$ cat config.mk
export PLATFORM = sky130hd
export DESIGN_NAME = qmi_cell
export DESIGN_NICKNAME = d
export VERILOG_FILES = /design/src/hw/rtl/qmi_pkg.sv /design/src/hw/rtl/qmi_cell.sv
export SDC_FILE = /design/constraint.sdc
export NUM_CORES = 1
export LEC_CHECK = 0
export BUFFER_PORTS_ARGS = -buffer_cell sky130_fd_sc_hd__clkbuf_2
export CAP_MARGIN = 20
export CORE_AREA = 2 2 70 85
export DETAILED_ROUTE_END_ITERATION = 16
export DIE_AREA = 0 0 72 87
export PLACE_DENSITY = 0.75
export SYNTH_ARGS = -nofsm -noshare
export SYNTH_HDL_FRONTEND = slang
export SYNTH_SLANG_ARGS = --single-unit
$ cat constraint.sdc
create_clock -name clk -period 3.21 [get_ports clk]
set_input_delay 0.321 -clock clk [delete_from_list [all_inputs] [get_ports clk]]
set_output_delay 0.321 -clock clk [all_outputs]
set_load 0.03 [all_outputs]
$ cat src/hw/rtl/qmi_pkg.sv
// ----------------------------------------------------------------------------
// qmi_pkg
// Shared types and codes for the queue with middle insertion.
// ----------------------------------------------------------------------------
package qmi_pkg;

	localparam int unsigned QUEUE_DEPTH_DEF = 1024;
	localparam int unsigned DATA_W          = 32;
	localparam int unsigned REQ_W           = 2;
	localparam int unsigned STATUS_W        = 2;

	// request codes
	localparam logic [REQ_W-1:0] REQ_POP         = 2'd0;
	localparam logic [REQ_W-1:0] REQ_PUSH_BACK   = 2'd1;
	localparam logic [REQ_W-1:0] REQ_PUSH_MIDDLE = 2'd2;

	// result status codes
	localparam logic [STATUS_W-1:0] ST_POP_OK    = 2'd0;
	localparam logic [STATUS_W-1:0] ST_POP_EMPTY = 2'd1;
	localparam logic [STATUS_W-1:0] ST_PUSH_FULL = 2'd2;

	// operation broadcast to every cell of the chain
	typedef enum logic [1:0] {
		CELL_HOLD,
		CELL_SHIFT,
		CELL_INSERT
	} cell_op_t;

endpackage

$ cat src/hw/rtl/qmi_cell.sv
// ----------------------------------------------------------------------------
// qmi_cell
// One queue slot. Shifts toward the front on a pop, and on an insert takes
// the new value, its left neighbor's value, or holds, by its place vs pos.
// ----------------------------------------------------------------------------
module qmi_cell #(
	parameter int unsigned CNT_W = 11,
	parameter int unsigned INDEX = 0
) (
	input  logic                                 clk,
	input  qmi_pkg::cell_op_t                    op,
	input  logic [CNT_W-1:0]                     pos,
	input  logic signed [qmi_pkg::DATA_W-1:0]    ins_value,
	input  logic signed [qmi_pkg::DATA_W-1:0]    left_data,
	input  logic signed [qmi_pkg::DATA_W-1:0]    right_data,
	output logic signed [qmi_pkg::DATA_W-1:0]    data_q
);

	localparam logic [CNT_W-1:0] MY_IDX = CNT_W'(INDEX);

	logic signed [qmi_pkg::DATA_W-1:0] data_d;

	always_comb begin
		data_d = data_q;
		case (op)
			qmi_pkg::CELL_SHIFT: begin
				data_d = right_data;
			end
			qmi_pkg::CELL_INSERT: begin
				if (MY_IDX == pos) begin
					data_d = ins_value;
				end else if (MY_IDX > pos) begin
					data_d = left_data;
				end
			end
			default: begin
				data_d = data_q;
			end
		endcase
	end

	always_ff @(posedge clk) begin
		data_q <= data_d;
	end

endmodule

==> results of run 1 <==
==> power breakdown <==
| part | switching (mW) | leakage (nW) | internal (mW) |
|---|---|---|---|
| logic | 0.130 | 1.05 | 0.133 |
| clock network | 0.134 | 0.0399 | 0.151 |
| registers | 0.00887 | 0.300 | 0.498 |
| total | 0.273 | 1.39 | 0.781 |
==> stage by stage <==
stage               worst slack [ns]  hold WS, ns
floorplan                      0.106        0.522
global placement                1.01        0.613
detailed placement             0.943        0.613
CTS                             1.25        0.318
global route                    1.15        0.324
finish                          1.27        0.330
==> logic make-up after synthesis <==
family | share of synthesized area [%]
muxes | 41.3
DFF | 49.2
and+or+nand+nor | 5.45
buffers and inverters | 2.88
AOI/OAI and AO/OA | 1.09
==> Yosys cell counts (all sizes together) <==
cell	number
mux2	62
edfxtp	32
buf	6
nand2	2
nor4	2
a31o	1
clkbuf	1
inv	1
nand2b	1
nand3	1
nand3b	1
nand4	1
nor2b	1
nor3	1
o211ai	1
o21ai	1
==> final timing paths <==
check,slack [ns],to,cells after the start
min,0.33,data_q[0],2
max,1.27,data_q[1],5
==> cell type report <==
type	count	share of cell area (%)
Inverter	1	0.134
Multi-Input combinational cell	75	33.9
Tap cell	64	2.87
Clock buffer	7	2.73
Timing Repair Buffer	143	25.8
Clock inverter	1	0.134
Sequential cell	32	34.4
==> per-layer routing <==
metal | up-vias | GRT usage [%] | routed length (um)
li1 | 731 | - | -
met1 | 662 | 14.1 | 1680
met2 | 89 | 29.0 | 2660
met3 | 8 | 4.28 | 383
met4 | 0 | 7.03 | 87
met5 | - | 0 | 0
==> out/summary.log, run 1 <==
INFO  run_status     run_status=completed
INFO  route          drt-wirelength-per-cell=14.9um
INFO  floorplan      num_ports=142
INFO  finish         registers.top_by_ff_count=data_q
INFO  worst_setup_path timing.critical_path.to_type=flip-flop
INFO  cts            cts_tree=done
INFO  run            drv_cap=0
INFO  timing         max_slew_margin=33.5%
INFO  finish         fraction_of_final_layout_cells_with_drive_strength_greater_than_1=80.7%
INFO  floorplan      die-area=6260um^2
INFO  power          power.ir.vdd_worst=163uV
INFO  cts            cts.sink_count=32
INFO  worst_setup_path critical-path-max-stage-delay=0.43ns
INFO  global_route   grt_pass1_vias=1546
INFO  timing         timing.final.hold_violations=0
INFO  timing         achievable-frequency=515MHz
INFO  finish         multiInputGateArea=946um^2
INFO  cts            numCtsBuffers=5
INFO  finish         commonest_non_fill_non_tap_cell_in_the_layout=clkbuf_2
INFO  timing         timing.final.max_slew_violations=0
INFO  hold_path      holdCritPathClass=in -> reg
INFO  timing         portion_of_the_clock_cycle_consumed_by_the_worst_path_in_the_final_layout=60.5%
INFO  route          ant_nets=0
INFO  timing         final.setup.tns=0ns
INFO  finish         area.sequential=961um^2
INFO  synthesis      ff_latch_count_synth=32
INFO  cts            clk_pin_slew_worst_paths=0.06ns
INFO  route          drt_drc_violations_left=0
INFO  floorplan      row_count=30
INFO  route          drtPass1Iterations=4
INFO  floorplan      die-height=87um
INFO  floorplan      start_util=35.4%
INFO  route          routed-via-count=1490
INFO  power          p_leak=1.39nW
INFO  synthesis      post_syn_instances=115
INFO  synthesis      ys_warn_count=0
INFO  global_route   grt_antenna_before_repair=0
INFO  worst_setup_path cp-startpoint=pos[7]
INFO  finish         layout-area-overhead-vs-synth=43.0%
INFO  placed_design  placed_area=2710um^2
INFO  timing         setup_violations=0
INFO  worst_setup_path timing.critical_path.required=3.23ns
INFO  placed_design  placement.io_buffers=141
INFO  placed_design  placedCellCount=315
INFO  finish         utilization=50.6%
INFO  synthesis      yosys.area.top_type_share=49.2%
INFO  finish         antenna-diode-count=0
INFO  placed_design  gp_congestion=0.776
INFO  synthesis      syn-mean-instance-area=17.0um^2
INFO  floorplan      coreArea=5520um^2
INFO  global_route   grt_use_total=15.0%
INFO  placed_design  detailed_place_hpwl=3890um
INFO  worst_setup_path cpMaxStageDelayCell=nand4_4
INFO  synthesis      netlist_area_pre_place=1950um^2
INFO  route          post_drt_via_cell_ratio=4.61
INFO  finish         layout.nets=368
INFO  global_route   largest_net_degree_at_the_start_of_global_routing=33
INFO  worst_setup_path crit_path_cell_trace=clkbuf_2 > nor4_4 > nand4_4 > buf_4 > mux2_1
INFO  timing         rsz_0062_raised_after_global_routing=no
INFO  route          postRouteWirelength=4820um
INFO  global_route   grt_remaining_overflow=0
INFO  finish         fillerInstances=479
INFO  route          detailedRoute.firstIterationViolations=51
INFO  synthesis      synth.area.top_cells=edfxtp_1, mux2_4, mux2_2, mux2_1, nor4_4
INFO  synthesis      synth-seq-area-share=49.2%
INFO  power          total_power=1.05mW
INFO  worst_setup_path path_delay_family=simple AND/OR/NAND/NOR gates
INFO  power          power.density=378nW/um^2
INFO  finish         layout.cells.most_common_list=clkbuf_2, edfxtp_1, mux2_4
INFO  synthesis      syn-num-nets=225
INFO  worst_setup_path timing.critical_path.buf_inv=2
INFO  finish         finish.instance_area=2790um^2
INFO  synthesis      yosys.cell_types.count=19
INFO  cts            ctsHtreeMaxLevel=2
INFO  timing         finalWorstPathRequiredPeriod=1.94ns
INFO  cts            postCtsHoldBufs=0
INFO  hold_path      min-delay-start=ins_value[0]
INFO  cts            clock_path_buffers=2
INFO  cts            clock-root-buffer=clkbuf_8
INFO  worst_setup_path path_max_fanout=17
INFO  global_route   grt_pass1_wl=7010um
INFO  timing         transition_time_at_the_pin_with_the_least_slew_margin=0.993ns
INFO  finish         final-instance-count-excl-fill=323
INFO  worst_setup_path critPathKind=in -> reg
INFO  finish         largest_reg_flops=32
INFO  floorplan      chipWidth=72um
INFO  finish         largestRegisters=data_q (32)
INFO  worst_setup_path crit_arrival=1.96ns
INFO  cts            cts.repair.resized=0
INFO  synthesis      biggest_area_consumer_among_synthesized_cells=edfxtp_1
INFO  cts            cts_setup_buffers=0
INFO  worst_setup_path worst_setup_path_start_kind=input pin
Note: power is estimated with default switching activity, not from simulation.
==> inputs of run 2 (changes only) <==
clock period = 1.58 ns   (was 3.21 ns; I/O delays follow)
==> run 2 against run 1 <==
Net effect: via count is 2.1% higher; sequential power is 100% higher; die area stayed put; count of clock-buffer cells in the layout stayed put; largest power group unchanged; combinational power is 110% higher; non-clock buffer count is 8 higher; sequential cell count stayed put; critical endpoint is now data_q[29]; final cell count is 2.5% higher; clock power is 99% higher.
==> out/summary.log, run 2 (synthesis gave the netlist of run 1 again) <==
INFO  run_status     run_status=completed
INFO  finish         largest_reg_flops=32 [unchanged]
INFO  finish         layout.nets=376 [+2.2%]
INFO  floorplan      row_count=30 [unchanged]
INFO  timing         max_slew_margin=79.4% [+46 points]
INFO  placed_design  detailed_place_hpwl=4020um [+3.4%]
INFO  timing         transition_time_at_the_pin_with_the_least_slew_margin=0.308ns [-0.685 ns]
INFO  worst_setup_path timing.critical_path.to_type=flip-flop
INFO  placed_design  placement.io_buffers=141 [unchanged]
INFO  global_route   grt_antenna_before_repair=0 [unchanged]
INFO  floorplan      die-height=87um [unchanged]
INFO  cts            ctsHtreeMaxLevel=2 [unchanged]
INFO  timing         timing.final.hold_violations=0 [unchanged]
INFO  route          drt_drc_violations_left=0 [unchanged]
INFO  timing         finalWorstPathRequiredPeriod=1.28ns
INFO  timing         achievable-frequency=779MHz
INFO  cts            cts_setup_buffers=0 [unchanged]
INFO  route          drt-wirelength-per-cell=14.0um [-6.2%]
INFO  cts            cts.repair.resized=0 [unchanged]
INFO  placed_design  place_ws=-0.00327ns [-0.946 ns]
INFO  route          drtPass1Iterations=4 [unchanged]
INFO  route          routed-via-count=1522 [+2.1%]
INFO  finish         layout-area-overhead-vs-synth=49.3%
INFO  worst_setup_path crit_arrival=1.27ns [-0.69 ns]
INFO  power          p_leak=1.46nW [+4.7%]
INFO  floorplan      chipWidth=72um [unchanged]
INFO  floorplan      start_util=35.4% [unchanged]
INFO  power          power.density=737nW/um^2 [+95%]
INFO  cts            clk_pin_slew_worst_paths=0.06ns [about the same]
INFO  route          detailedRoute.firstIterationViolations=29 [-43%]
INFO  cts            clock_path_buffers=2 [unchanged]
INFO  route          post_drt_via_cell_ratio=4.60 [-0.32%]
INFO  cts            numCtsBuffers=5 [unchanged]
INFO  cts            cts_tree=done
INFO  global_route   grt_pass1_vias=1503 [-2.8%]
INFO  hold_path      holdCritPathClass=in -> reg
INFO  cts            clock-root-buffer=clkbuf_8
INFO  placed_design  gp_congestion=0.727 [-6.3%]
INFO  finish         commonest_non_fill_non_tap_cell_in_the_layout=clkbuf_2
INFO  timing         setup_ws=0.297ns [-0.972 ns]
INFO  finish         registers.top_by_ff_count=data_q
INFO  floorplan      die-area=6260um^2 [unchanged]
INFO  hold_path      hold-path-cell-count=2 [unchanged]
INFO  global_route   grt_pass1_wl=6820um [-2.7%]
INFO  worst_setup_path worst_setup_path_start_kind=input pin
INFO  global_route   largest_net_degree_at_the_start_of_global_routing=22 [-33%]
INFO  timing         rsz_0062_raised_after_global_routing=no
INFO  floorplan      coreArea=5520um^2 [unchanged]
INFO  finish         antenna-diode-count=0 [unchanged]
INFO  worst_setup_path timing.critical_path.required=1.56ns [-1.67 ns]
INFO  finish         fraction_of_final_layout_cells_with_drive_strength_greater_than_1=81.3% [+0.58 points]
INFO  timing         portion_of_the_clock_cycle_consumed_by_the_worst_path_in_the_final_layout=81.2%
INFO  route          ant_nets=0 [unchanged]
INFO  worst_setup_path path_max_fanout=16 [-1]
INFO  timing         setup_violations=0 [unchanged]
INFO  finish         largestRegisters=data_q (32)
INFO  power          power.ir.vdd_worst=250uV [+53%]
INFO  floorplan      num_ports=142 [unchanged]
INFO  power          total_power=2.15mW [+100%]
INFO  worst_setup_path critPathKind=in -> reg
INFO  global_route   grt_remaining_overflow=0 [unchanged]
INFO  cts            postCtsHoldBufs=0 [unchanged]
INFO  route          postRouteWirelength=4630um [-3.8%]
INFO  timing         timing.final.max_slew_violations=0 [unchanged]
INFO  hold_path      min_to=data_q[1]
INFO  finish         layout.cells.most_common_list=clkbuf_2, edfxtp_1, mux2_4
INFO  run            drv_cap=0 [unchanged]
INFO  cts            cts.sink_count=32 [unchanged]
INFO  global_route   grt_use_total=14.5% [-0.51 points]
INFO  hold_path      min-delay-start=ins_value[1]
-- run 2: metal layers --
metal / part of all wire, % / global-route usage (%)
met3: 8.5 / 4.28
met2: 54 / 27.2
met4: 2.4 / 6.86
met5: 0 / 0
met1: 35 / 14.3
-- run 2: how the worst max path moves through the flow --
stage	startpoint	end	slack [ns]	cells after the start
after floorplan	pos[3]	data_q[0]	0.05	4
after global placement	pos[7]	data_q[21]	0.03	6
after detailed placement	pos[3]	data_q[21]	-0.003	6
after CTS	pos[3]	data_q[29]	0.29	6
after global routing	pos[3]	data_q[28]	0.24	6
final	pos[3]	data_q[29]	0.30	6
-- run 2: layout make-up --
type / count / area (um^2)
Clock buffer: 7 / 76.3
Inverter: 1 / 3.75
Multi-Input combinational cell: 75 / 946
Clock inverter: 1 / 3.75
Sequential cell: 32 / 961
Tap cell: 64 / 80.1
Fill cell: 482 / 2600
Timing Repair Buffer: 151 / 843
-- run 2: metrics by stage --
stage	TNS [ns]	instance area [um^2]	util [%]	hold slack [ns]	cells
2_1_floorplan	0	1960	-	0.359	115
3_3_place_gp	0	2830	51.4	0.449	323
3_5_place_dp	-0.0441	2830	51.4	0.451	323
4_1_cts	0	2910	52.8	0.163	331
5_1_grt	0	2910	52.8	0.165	331
6_report	0	2910	52.8	0.174	331
-- run 2: report_power, final --
part | switching (mW) | leakage [nW] | internal, mW
combinational | 0.266 | 1.12 | 0.289
clock | 0.261 | 0.0399 | 0.306
sequential | 0.0161 | 0.300 | 1.01
-- run 2: worst max-delay path, stage by stage --
cell,delay [ns]
clkbuf_2,0.10
nor4_4,0.34
nand4_4,0.17
buf_12,0.20
o21ai_4,0.10
buf_12,0.19
==> inputs of run 3 (changes only) <==
CORE_AREA = 2 2 66 81   (was 2 2 70 85)
DIE_AREA = 0 0 68 83   (was 0 0 72 87)
PLACE_DENSITY = 0.79   (was 0.75)
clock period = 1.35 ns   (was 1.58 ns; I/O delays follow)
==> run 3 against run 2 <==
Net effect: sequential cell count unchanged; sequential share of layout area down 0.56 points; global-route usage up 2.7 points; clock power up 55%; combinational power up 19%; first-iteration DRC count up 41%; total power up 28%; hold slack worse by 0.031 ns; worst setup slack worse by 0.22 ns; critical endpoint is now data_q[27]; largest power group unchanged; highest routed layer unchanged.
==> out/summary.log, run 3 (synthesis gave the netlist of run 1 again) <==
INFO  placed_design  detailed_place_hpwl=3870um [-3.8%]
INFO  run_status     run_status=completed
INFO  floorplan      coreArea=4830um^2 [-12%]
INFO  finish         area.sequential=961um^2 [unchanged]
INFO  finish         commonest_non_fill_non_tap_cell_in_the_layout=clkbuf_2
INFO  worst_setup_path path_max_fanout=18 [+2]
INFO  finish         layout.cells.most_common_list=clkbuf_2, edfxtp_1, mux2_4
INFO  route          routed-via-count=1535 [+0.85%]
INFO  power          total_power=2.74mW [+28%]
INFO  finish         fillerInstances=405 [-16%]
INFO  global_route   largest_net_degree_at_the_start_of_global_routing=19 [-14%]
INFO  global_route   grt_pass1_vias=1686 [+12%]
INFO  finish         largest_reg_flops=32 [unchanged]
INFO  global_route   grt_remaining_overflow=0 [unchanged]
INFO  timing         setup_violations=0 [unchanged]
INFO  worst_setup_path crit_path_cell_trace=clkbuf_2 > nor4_4 > nand4_4 > buf_12 > o21ai_4 > buf_12
INFO  route          drtPass1Iterations=2 [-2]
INFO  cts            cts.sink_count=32 [unchanged]
INFO  timing         timing.final.max_slew_violations=0 [unchanged]
INFO  floorplan      chipWidth=68um [-5.6%]
INFO  power          p_leak=1.49nW [+2.1%]
INFO  worst_setup_path worst_setup_path_start_kind=input pin
INFO  finish         multiInputGateArea=946um^2 [unchanged]
INFO  timing         transition_time_at_the_pin_with_the_least_slew_margin=0.309ns [+0.00115 ns]
INFO  route          post_drt_via_cell_ratio=4.67 [+1.5%]
INFO  cts            cts_tree=done
INFO  global_route   grt_pass1_wl=7340um [+7.6%]
INFO  global_route   grt_use_total=17.1% [+2.7 points]
INFO  run            drv_cap=0 [unchanged]
INFO  finish         registers.top_by_ff_count=data_q
INFO  hold_path      holdCritPathClass=in -> reg
INFO  route          ant_nets=0 [unchanged]
INFO  finish         layout-area-overhead-vs-synth=51.9%
INFO  power          power.density=925nW/um^2 [+26%]
INFO  finish         layout.nets=378 [+0.53%]
INFO  finish         antenna-diode-count=0 [unchanged]
INFO  placed_design  placement.io_buffers=141 [unchanged]
INFO  timing         rsz_0062_raised_after_global_routing=no
INFO  worst_setup_path critical-path-max-stage-delay=0.36ns [+0.02 ns]
INFO  worst_setup_path timing.critical_path.to_type=flip-flop
INFO  timing         timing.final.hold_violations=0 [unchanged]
INFO  finish         largestRegisters=data_q (32)
INFO  worst_setup_path timing.critical_path.buf_inv=3 [unchanged]
INFO  hold_path      min-delay-start=ins_value[0]
INFO  floorplan      die-area=5640um^2 [-9.9%]
INFO  power          power.ir.vdd_worst=370uV [+48%]
INFO  route          drt_drc_violations_left=0 [unchanged]
INFO  finish         fraction_of_final_layout_cells_with_drive_strength_greater_than_1=82.2% [+0.88 points]
INFO  cts            ctsHtreeMaxLevel=2 [unchanged]
INFO  worst_setup_path critPathKind=in -> reg
INFO  worst_setup_path crit_arrival=1.26ns [about the same]
INFO  cts            cts.repair.resized=0 [unchanged]
INFO  cts            clk_pin_slew_worst_paths=0.07ns [about the same]
INFO  floorplan      num_ports=142 [unchanged]
INFO  timing         setup_ws=0.0754ns [-0.221 ns]
INFO  cts            clock-root-buffer=clkbuf_8
INFO  floorplan      row_count=28 [-6.7%]
INFO  cts            clock_path_buffers=2 [unchanged]
INFO  global_route   grt_antenna_before_repair=0 [unchanged]
INFO  route          postRouteWirelength=4680um [+0.97%]
INFO  worst_setup_path timing.critical_path.required=1.34ns [-0.22 ns]
INFO  floorplan      die-height=83um [-4.6%]
INFO  timing         max_slew_margin=79.3% [-0.12 points]
INFO  placed_design  gp_congestion=0.703 [-3.3%]
INFO  worst_setup_path cpMaxStageDelayCell=nor4_4
INFO  timing         finalWorstPathRequiredPeriod=1.27ns
INFO  route          detailedRoute.firstIterationViolations=41 [+41%]
INFO  timing         achievable-frequency=785MHz
INFO  route          drt-wirelength-per-cell=14.2um [+1.6%]
INFO  floorplan      start_util=40.4% [+5.0 points]
INFO  hold_path      hold-path-cell-count=2 [unchanged]
INFO  worst_setup_path crit_top_cell=buf_12
INFO  cts            numCtsBuffers=5 [unchanged]
INFO  placed_design  place_ws=-0.248ns [-0.245 ns]
INFO  timing         portion_of_the_clock_cycle_consumed_by_the_worst_path_in_the_final_layout=94.4%
INFO  hold_path      min_to=data_q[0]
INFO  worst_setup_path path_delay_family=simple AND/OR/NAND/NOR gates
run 3: layer usage:
| metal | up-vias | global-route usage (%) | part of all wire [%] |
|---|---|---|---|
| li1 | 753 | - | - |
| met1 | 693 | 17.9 | 37 |
| met2 | 85 | 32.4 | 54 |
| met3 | 4 | 2.17 | 8.1 |
| met4 | 0 | 7.27 | 1.2 |
| met5 | - | 0 | 0 |
run 3: what timing repair did:
action,CTS,global route
hold buffers,0,0
setup buffers,0,1
setup endpoints to repair,0,15
run 3: cell type report:
| type | instances | area share, % |
|---|---|---|
| clock buffer | 6 | 2.45 |
| clock inverter | 2 | 1.18 |
| inverter | 1 | 0.127 |
| multi-input combinational | 75 | 31.9 |
| sequential | 32 | 32.4 |
| tap | 60 | 2.53 |
| timing repair buffer | 153 | 29.4 |
run 3: worst max-delay path by stage:
stage | startpoint | to | slack, ns | cells past startpoint
3_5_place_dp | pos[7] | data_q[12] | -0.25 | 6
3_3_place_gp | pos[7] | data_q[0] | -0.20 | 6
2_1_floorplan | pos[3] | data_q[0] | -0.16 | 4
5_1_grt | pos[10] | data_q[27] | 0.04 | 6
6_report | pos[10] | data_q[27] | 0.08 | 6
4_1_cts | pos[7] | data_q[27] | 0.05 | 6
run 3: power by group:
part           switching, mW  internal [mW]  leakage (nW)  total, mW
clock                  0.332          0.547        0.0552      0.879
combinational          0.318          0.345          1.13      0.662
sequential            0.0191           1.18         0.300       1.20
run 3: metrics by stage:
step / hold slack (ns) / utilization [%] / cells / setup TNS, ns / instance area [um^2]
floorplan: 0.336 / - / 115 / -6.26 / 1980
detailed placement: 0.431 / 58.9 / 320 / -14.52 / 2850
global placement: 0.427 / 58.9 / 320 / -11.63 / 2850
global route: 0.144 / 61.3 / 329 / 0 / 2960
CTS: 0.134 / 61.2 / 328 / 0 / 2960
finish: 0.143 / 61.3 / 329 / 0 / 2960
